File: config.mk
export PLATFORM = sky130hd
export DESIGN_NAME = dual_key_process_queue
export DESIGN_NICKNAME = d
export VERILOG_FILES = /design/src/rtl/core/dkpq_pkg.sv /design/src/rtl/core/dkpq_cell.sv /design/src/rtl/core/dual_key_process_queue.sv
export SDC_FILE = /design/constraint.sdc
export NUM_CORES = 2
export LEC_CHECK = 0
export BUFFER_PORTS_ARGS = -buffer_cell sky130_fd_sc_hd__buf_2
export CAP_MARGIN = 20
export CELL_PAD_IN_SITES_DETAIL_PLACEMENT = 2
export CELL_PAD_IN_SITES_GLOBAL_PLACEMENT = 2
export CORE_MARGIN = 10
export CORE_UTILIZATION = 40
export CTS_BUF_LIST = sky130_fd_sc_hd__clkbuf_8
export DETAILED_ROUTE_END_ITERATION = 10
export PLACE_DENSITY_LB_ADDON = 0.1
export SYNTH_ARGS = -nofsm -noshare
export SYNTH_HDL_FRONTEND = slang
export SYNTH_SLANG_ARGS = --single-unit
export TNS_END_PERCENT = 10
File: constraint.sdc
create_clock -name i_clk -period 79 [get_ports i_clk]
set_clock_uncertainty 0.15 [all_clocks]
set_input_delay 11.85 -clock i_clk [delete_from_list [all_inputs] [get_ports i_clk]]
set_output_delay 11.85 -clock i_clk [all_outputs]
set_load 0.05 [all_outputs]
File: src/rtl/core/dkpq_pkg.sv
// dkpq_pkg: shared types, operation codes and key compare for the process queue
// used by dkpq_cell and dual_key_process_queue; no dependencies
`timescale 1ns / 1ps
package dkpq_pkg;

    // operation codes
    localparam logic [2:0] F_ADD   = 3'd0;
    localparam logic [2:0] F_EXEC  = 3'd1;
    localparam logic [2:0] F_NEXT  = 3'd2;
    localparam logic [2:0] F_CHGP  = 3'd3;
    localparam logic [2:0] F_CHGT  = 3'd4;
    localparam logic [2:0] F_PRINT = 3'd5;

    // one input beat
    typedef struct packed {
        logic [2:0]  func;
        logic        by_time;
        logic [6:0]  priority_req;
        logic [4:0]  hour;
        logic [5:0]  minute;
        logic [5:0]  second;
        logic [6:0]  new_priority;
        logic [4:0]  new_hour;
        logic [5:0]  new_minute;
        logic [5:0]  new_second;
        logic [31:0] tag;
    } t_in;

    // one result beat
    typedef struct packed {
        logic [6:0]  out_priority;
        logic [4:0]  out_hour;
        logic [5:0]  out_minute;
        logic [5:0]  out_second;
        logic [31:0] out_tag;
        logic        last;
    } t_out;

    // one stored entry
    typedef struct packed {
        logic [6:0]  pri;
        logic [4:0]  hh;
        logic [5:0]  mm;
        logic [5:0]  ss;
        logic [31:0] tag;
    } t_entry;

    // true when a strictly goes before b under the chosen key
    function automatic logic f_precedes(input t_entry a, input t_entry b,
                                        input logic by_time);
        logic res;
        if (by_time) begin
            res = {a.hh, a.mm, a.ss} < {b.hh, b.mm, b.ss};
        end else begin
            res = a.pri > b.pri;
        end
        return res;
    endfunction

endpackage

File: src/rtl/core/dkpq_cell.sv
// dkpq_cell: one storage cell of the entry ring, takes its right neighbor on shift
// depends on dkpq_pkg
`timescale 1ns / 1ps
module dkpq_cell (
    input  logic             i_clk,
    input  logic             i_shift,
    input  dkpq_pkg::t_entry i_d,
    output dkpq_pkg::t_entry o_q
);
    import dkpq_pkg::*;

    t_entry r_q;

    // hold or take neighbor
    always_ff @(posedge i_clk) begin
        if (i_shift) begin
            r_q <= i_d;
        end
    end

    assign o_q = r_q;
endmodule

File: src/rtl/core/dual_key_process_queue.sv
// dual_key_process_queue: entry table as a ring of cells with scan and rewrite passes
// depends on dkpq_pkg and dkpq_cell
//
//   channel  | signals                  | handshake
//   command  | start, i_cmd, busy       | beat taken when start & !busy
//   result   | o_valid, o_result        | one-cycle strobe, no back pressure
//
// every pass rotates the whole ring once
// each command is accepted in the idle state, then runs its passes
// add and change take one pass, next one pass, exec two passes
// print takes two passes per stored entry
// ignored commands leave the sequencer idle; reset clears the count, cell contents are left
`timescale 1ns / 1ps
module dual_key_process_queue #(
    parameter int CAPACITY = 32
) (
    input  logic           i_clk,
    input  logic           i_rst_n,
    input  logic           start,
    input  dkpq_pkg::t_in  i_cmd,
    output logic           busy,
    output logic           o_valid,
    output dkpq_pkg::t_out o_result
);
    import dkpq_pkg::*;

    localparam int CW = $clog2(CAPACITY + 1);

    typedef enum logic [1:0] {S_IDLE, S_SCAN, S_MOVE} t_state;

    t_state          r_state;
    t_in             r_cmd;
    logic [CW-1:0]   r_count;
    logic [CW-1:0]   r_step;
    logic [CW-1:0]   r_p;
    logic [CW-1:0]   r_bidx;
    t_entry          r_best;
    t_entry          r_prev;
    logic            r_done;
    logic            r_valid;
    t_out            r_result;

    t_entry          w_q [CAPACITY];
    t_entry          w_head;
    t_entry          w_nxt;
    t_entry          n_tail;
    t_entry          w_new;
    t_entry          w_best;
    logic            w_shift;
    logic            w_end;
    logic            w_cand;
    logic            w_take;
    logic            w_chg;

    // ring of cells
    assign w_shift = (r_state != S_IDLE);
    for (genvar g = 0; g < CAPACITY; g++) begin : g_cell
        if (g == CAPACITY - 1) begin : g_tail
            dkpq_cell u_cell (.i_clk(i_clk), .i_shift(w_shift), .i_d(n_tail), .o_q(w_q[g]));
        end else begin : g_body
            dkpq_cell u_cell (.i_clk(i_clk), .i_shift(w_shift), .i_d(w_q[g+1]),
                              .o_q(w_q[g]));
        end
    end

    assign w_head = w_q[0];
    assign w_nxt  = w_q[1];
    assign w_end  = (r_step == CW'(CAPACITY - 1));
    assign w_cand = (r_step >= r_p) && (r_step < r_count);

    // running best including the entry now at the head
    assign w_take = w_cand && ((r_step == r_p)
                    || f_precedes(w_head, r_best, r_cmd.by_time));
    assign w_best = w_take ? w_head : r_best;

    // new entry for add
    assign w_new = '{pri: r_cmd.priority_req, hh: r_cmd.hour, mm: r_cmd.minute,
                     ss: r_cmd.second, tag: r_cmd.tag};

    // first-match test for change
    always_comb begin
        w_chg = !r_done && (r_step < r_count);
        if (r_cmd.func == F_CHGP) begin
            w_chg = w_chg && (w_head.pri == r_cmd.priority_req);
        end else begin
            w_chg = w_chg && (w_head.hh == r_cmd.hour) && (w_head.mm == r_cmd.minute)
                    && (w_head.ss == r_cmd.second);
        end
    end

    // value written at the tail of the ring
    always_comb begin
        n_tail = w_head;
        if (r_state == S_MOVE) begin
            case (r_cmd.func)
                F_ADD: begin
                    if (r_step == r_count) begin
                        n_tail = w_new;
                    end
                end
                F_EXEC: begin
                    if (r_step >= r_bidx) begin
                        n_tail = w_nxt;
                    end
                end
                F_PRINT: begin
                    if (r_step == r_p) begin
                        n_tail = r_best;
                    end else if (r_step > r_p && r_step <= r_bidx) begin
                        n_tail = r_prev;
                    end
                end
                F_CHGP: begin
                    if (w_chg) begin
                        n_tail.pri = r_cmd.new_priority;
                    end
                end
                F_CHGT: begin
                    if (w_chg) begin
                        n_tail.hh = r_cmd.new_hour;
                        n_tail.mm = r_cmd.new_minute;
                        n_tail.ss = r_cmd.new_second;
                    end
                end
                default: n_tail = w_head;
            endcase
        end
    end

    // sequencer and result register
    always_ff @(posedge i_clk) begin
        if (!i_rst_n) begin
            r_state <= S_IDLE;
            r_count <= '0;
            r_valid <= 1'b0;
            r_done  <= 1'b0;
        end else begin
            r_valid <= (r_state == S_SCAN) && w_end
                       && (r_cmd.func == F_NEXT || r_cmd.func == F_PRINT);
            r_prev  <= w_head;
            case (r_state)
                S_IDLE: begin
                    r_step <= '0;
                    r_p    <= '0;
                    r_done <= 1'b0;
                    if (start) begin
                        r_cmd <= i_cmd;
                        case (i_cmd.func)
                            F_ADD: begin
                                if (r_count < CW'(CAPACITY)) begin
                                    r_state <= S_MOVE;
                                end
                            end
                            F_EXEC, F_NEXT, F_PRINT: begin
                                if (r_count != '0) begin
                                    r_state <= S_SCAN;
                                end
                            end
                            F_CHGP, F_CHGT: r_state <= S_MOVE;
                            default: r_state <= S_IDLE;
                        endcase
                    end
                end
                S_SCAN: begin
                    r_step <= w_end ? '0 : r_step + CW'(1);
                    if (w_take) begin
                        r_best <= w_head;
                        r_bidx <= r_step;
                    end
                    if (w_end) begin
                        case (r_cmd.func)
                            F_NEXT: begin
                                r_state <= S_IDLE;
                                r_result <= '{out_priority: w_best.pri, out_hour: w_best.hh,
                                              out_minute: w_best.mm, out_second: w_best.ss,
                                              out_tag: w_best.tag, last: 1'b1};
                            end
                            F_PRINT: begin
                                r_state <= S_MOVE;
                                r_result <= '{out_priority: w_best.pri, out_hour: w_best.hh,
                                              out_minute: w_best.mm, out_second: w_best.ss,
                                              out_tag: w_best.tag,
                                              last: ((r_p + CW'(1)) == r_count)};
                            end
                            default: r_state <= S_MOVE;
                        endcase
                    end
                end
                S_MOVE: begin
                    r_step <= w_end ? '0 : r_step + CW'(1);
                    if (w_chg && (r_cmd.func == F_CHGP || r_cmd.func == F_CHGT)) begin
                        r_done <= 1'b1;
                    end
                    if (w_end) begin
                        case (r_cmd.func)
                            F_ADD: begin
                                r_count <= r_count + CW'(1);
                                r_state <= S_IDLE;
                            end
                            F_EXEC: begin
                                r_count <= r_count - CW'(1);
                                r_state <= S_IDLE;
                            end
                            F_PRINT: begin
                                r_p <= r_p + CW'(1);
                                r_state <= ((r_p + CW'(1)) != r_count) ? S_SCAN : S_IDLE;
                            end
                            default: r_state <= S_IDLE;
                        endcase
                    end
                end
                default: r_state <= S_IDLE;
            endcase
        end
    end

    assign busy     = (r_state != S_IDLE);
    assign o_valid  = r_valid;
    assign o_result = r_result;
endmodule

Word-level counts from Yosys, hierarchy flattened
Index checks and enable logic that the tools add are counted.

Mux-type cells: 32. Reduce and logical (&&, ||, !) cells: 36. $lt $le $gt $ge: 8. $add $sub $neg: 4. Eq/ne operators: 28.

Operators with widths (count): 56-bit two-way mux (6); 57-bit one-hot mux with 2 select lines (1); 32-bit one-hot mux with 3 select lines (1); 17-bit one-hot mux with 4 select lines (1); 6-bit one-hot mux with 2 select lines (3); 6-bit == test (5); 7-bit one-hot mux with 4 select lines (1); 6-bit by 1-bit adder with 6-bit output (second input constant) (3); 6-bit two-way mux (3); 17-bit < comparator (1); 17-bit two-way mux (1); 3-bit by 2-bit == test with 1-bit output (second input constant) (4); 3-bit == test (second input constant) (4); 6-bit >= comparator (2); 2-bit two-way mux (6); 2-bit one-hot mux with 3 select lines (2); 1-bit logical AND (11); 2-bit nonzero test (5); 3-bit AND reduction (3); 4-bit AND reduction (2); 7-bit == test (1); 7-bit greater-than comparator (1); 7-bit two-way mux (1); 3-bit by 1-bit == test with 1-bit output (second input constant) (2); 24 further kinds (38).

Output and inout port bits: 59. Logic and storage cells: 302. Register bits after elaboration: 2073. Input port bits: 87.

Longest topological paths before layout
Word-level depth: 9. Mapped depth: 11. Depth with buffers taken out: 10.

By module
Synthesis repeated with hierarchy kept, for this count alone.

Cell total of the unflattened synthesis: 2968. Area, all modules: 68293.0 µm².

By module, submodules not included: dkpq_cell (area an instance 1681.6 µm², sequential area each 1681.6 µm², cells an instance 56, instances 32); dual_key_process_queue (area an instance 14481.4 µm², sequential area each 8338.0 µm², cells an instance 1176, instances 1).

Least setup slack after synthesis
No wires, ideal clock.

Path type: flip-flop to output port. From: reg r_state[0]. To: out busy. Data required time: 67000 ps. Cell stages (with the launch flop): 4. Path buffers: 0. Data arrival time: 35404 ps. Slack: 31596 ps. Cells stage by stage: dfxtp_1 > inv_1 > ha_1 > inv_1.

Cells in the longest elaborated chain, start to end: 1.

Ends and longest elaborated chain: start: declaration (line dual_key_process_queue.sv:31) `t_state r_state;`; start signal: assignment (line dual_key_process_queue.sv:206) `r_state <= ((r_p + CW'(1)) != r_count) ? S_SCAN : S_IDLE;`; 2-bit nonzero test (line dual_key_process_queue.sv:217) `assign busy = (r_state != S_IDLE);`; end: declaration (line dual_key_process_queue.sv:21) `output logic busy,`.

Every way passes these cells.

Final worst setup path
Ends and elaborated chain as after synthesis.

==> run_results.csv <==
group,metric,value,unit
sta,worst-slew-pin-transition,1.121,ns
yosys,syn_area,68700,um^2
worst_setup_path,start_kind,"flip-flop",
drt,first_pass_iters,5,
drt,ant_nets,0,
sta,drv_slew,0,
yosys,synth.area.top_cells,"edfxtp_1 90%, ha_1 0.93%, mux2_2 0.72%",
drt,wire_per_inst,25.86,um
worst_hold_path,holdCritPathClass,"reg -> reg",
sta,hold_viol_final,0,
sta,relSlewSlack,25.04,%
clock_network,cts_tree,"done",
clock_network,ctsHoldBuffers,0,
sta,rsz0062_at_grt,"no",
yosys,synth_cells,3072,
drt,routed_via_density,5.048,
place,pre_cts_ws,64.25,ns
global_routing,globalRouteTotalUtil,16.51,%
run_status,status,"completed",
sta,clock.fmax,0.06803,GHz
yosys,synth_nets,3211,
global_routing,grt_pass1_vias,34080,
pwr,fin_total_pwr,3573,uW
worst_setup_path,worstSetupPathType,"reg -> out",
clock_network,cts.path.max_buffers,4,
place,placed_cells,5405,
place,post_dp_cell_area,72320,um^2
worst_setup_path,regToRegSetupSlack,74.30,ns
clock_network,root_buffer,"clkbuf_8",
yosys,synth_edf_count,2063,
pwr,vdd_drop_max,0.00003436,V
floorplan,fp.coreArea,171200,um^2
floorplan,dieWidth,434.4,um
layout,fin_area,78630,um^2
worst_setup_path,crit_path_max_fanout,54,
layout,layout-drive-gt1-share,17.41,%
flow_run,max_cap_viol_count,0,
global_routing,grt_first_pass_wirelength,231.1,mm
yosys,seq_area_frac_synth,90.46,%
global_routing,antenna_found_initial,12,
clock_network,post_cts_resized,0,
drt,drt_iter0_drc,2587,
yosys,yosysMostFrequentCell,"edfxtp_1",
worst_setup_path,r2r-end,"g_cell[31].g_tail.u_cell.o_q[54]",
clock_network,clkSinkCount,2073,
clock_network,cts_buffers,361,
layout,stdcell_count,6031,
place,port_buffers,145,
worst_setup_path,end_kind,"output pin",
global_routing,grt-ovfl-total,0,
floorplan,core.rowCount,152,
worst_setup_path,rr_worst_depth,7,
sta,setup-tns-final,0,ns
yosys,yosysTopAreaCellShare,90.17,%
clock_network,h-tree-depth,5,
yosys,yosys.area.top_type,"edfxtp_1",
drt,vias,30440,
pwr,p_leak,0.02627,uW
floorplan,initial_utilization,40.14,%
worst_setup_path,required,67.00,ns
floorplan,die_h,434.4,um
clock_network,worstSkewPairLatency,1.01,ns
sta,setup_slack,64.30,ns
place,gp_congestion,0.7946,
floorplan,fp.dieArea,188700,um^2
sta,fin_crit,14.70,ns
drt,wirelength,155.9,mm
worst_setup_path,rr_startpoint,"r_step[5]",
layout,final_nets,3679,
yosys,ys.flop_type,"edfxtp_1",
worst_hold_path,min_path_cells,0,
worst_setup_path,worstPathArrival,2.70,ns
sta,fin_crit_sh,18.61,%
yosys,async_reset_ff_share,0,%
clock_network,path_clk_slew,0.06,ns
yosys,syn_area_per_cell,22.36,um^2
layout,final.fill_count,15540,
pwr,cellPowerDensity,45.44,nW/um^2
drt,drt_drc_violations_left,0,
yosys,synth_common_cells,"2063 x edfxtp_1, 131 x nand2_1, 95 x a21oi_1",
global_routing,grt_max_degree,197,
sta,finalSetupViolations,0,
floorplan,io-pin-count,146,
clock_network,cts_setup_buffers,0,
yosys,yosys_warnings,0,
yosys,synth_seq_cells,2073,
place,dp_hpwl,89.83,mm
worst_hold_path,min_to,"g_cell[5].g_body.u_cell.o_q[4]",
worst_hold_path,hp-start,"g_cell[6].g_body.u_cell.o_q[4]",
layout,syn_to_final_growth,14.45,%
yosys,synth_cell_type_count,61,
[through the flow]
stage	hold slack [ns]	utilization [%]
after floorplan	0.2503	-
after global placement	0.2510	42.24
after detailed placement	0.2551	42.25
after CTS	0.2391	45.85
after global routing	0.2533	45.94
final	0.2343	45.94
[placed cells by master, fill, tap and decap left out, types with 7 or more instances in the layout]
| cell | synthesis | routed |
|---|---|---|
| nand3_1 | 13 | 12 |
| nor2_1 | 43 | 42 |
| xnor2_1 | 20 | 20 |
| clkinv_2 | 0 | 28 |
| a21o_1 | 7 | 7 |
| clkbuf_8 | 0 | 371 |
| and3_1 | 23 | 21 |
| buf_2 | 16 | 145 |
| buf_4 | 3 | 34 |
| o2111ai_1 | 18 | 18 |
| xor2_1 | 22 | 22 |
| edfxtp_1 | 2063 | 2063 |
| nor4_1 | 12 | 12 |
| a32o_1 | 17 | 17 |
| ha_1 | 51 | 51 |
| a32oi_1 | 8 | 7 |
| a22o_1 | 18 | 17 |
| mux2_1 | 29 | 29 |
| a2111o_1 | 7 | 7 |
| dfxtp_1 | 10 | 10 |
| nand2_1 | 131 | 131 |
| mux2_2 | 44 | 44 |
| a21oi_1 | 95 | 95 |
| and2_1 | 12 | 11 |
| nand4_1 | 10 | 10 |
| a31oi_1 | 18 | 17 |
| o221ai_1 | 32 | 32 |
| o21ai_0 | 68 | 67 |
| nor3b_1 | 37 | 36 |
| clkinv_1 | 1 | 92 |
| a211oi_1 | 43 | 43 |
| nor3_1 | 24 | 22 |
| inv_1 | 64 | 181 |
[worst max path at each step]
stage	startpoint	end	slack [ns]
2_1_floorplan	r_state[0]	busy	31.60
6_report	r_state[0]	busy	64.30
4_1_cts	r_state[0]	busy	64.15
3_3_place_gp	i_rst_n	o_result[23]	64.33
3_5_place_dp	i_rst_n	o_result[23]	64.25
5_1_grt	r_state[0]	busy	64.14
[layout make-up]
| type | instances | area, um^2 | area share [%] |
|---|---|---|---|
| diodes | 6 | 15.01 | 0.01910 |
| clock buffers | 371 | 5106 | 6.494 |
| clock inverters | 244 | 1047 | 1.332 |
| inverters | 66 | 255.2 | 0.3246 |
| multi-input cells | 848 | 6016 | 7.651 |
| flip-flops and latches | 2073 | 62150 | 79.04 |
| well taps | 2233 | 2794 | 3.553 |
| repair buffers | 190 | 1246 | 1.585 |
[per-layer routing]
metal  part of all wire, %  global-route usage (%)  vias up
met5                     0                       0        -
met4                   3.5                   6.776        0
met3                   4.3                   3.310      356
met2                    51                   28.04      829
met1                    41                   20.71    15970
li1                      -                       -    13290
[flip-flops by register name, indices dropped and copies added (netlist names)]
register and cells:
o_valid 1, r_prev 56, r_count 6, r_best 56, g_cell.g_body.u_cell.o_q 1736, r_p 6
r_step 6, r_cmd 84, o_result 57, r_state 2, r_done 1, g_cell.g_tail.u_cell.o_q 56
r_bidx 6
[critical path, cell delays in order, from the launching register on]
cell	delay (ns)
dfxtp_1	0.38
inv_1	0.10
ha_1	0.37
inv_8	0.46
buf_2	0.37
[cell families (layout without fill, tap and decap cells)]
group	after synthesis	count (layout)	synth area share, %
DFF	2073	2073	90.46
AOI/OAI and AO/OA	347	347	3.428
and+or+nand+nor	329	329	2.437
buffers and inverters	151	871	0.8924
muxes	77	77	1.255
adders and majority gates	52	52	0.9579
xor gates and xnor gates	43	43	0.5682
other	0	6	0
[power breakdown]
part           total (uW)  internal (uW)  switching, uW
sequential           2210           2000            213
combinational         504           95.1            409
clock                 860            441            419
No activity file was read; power rests on OpenSTA's default activity.
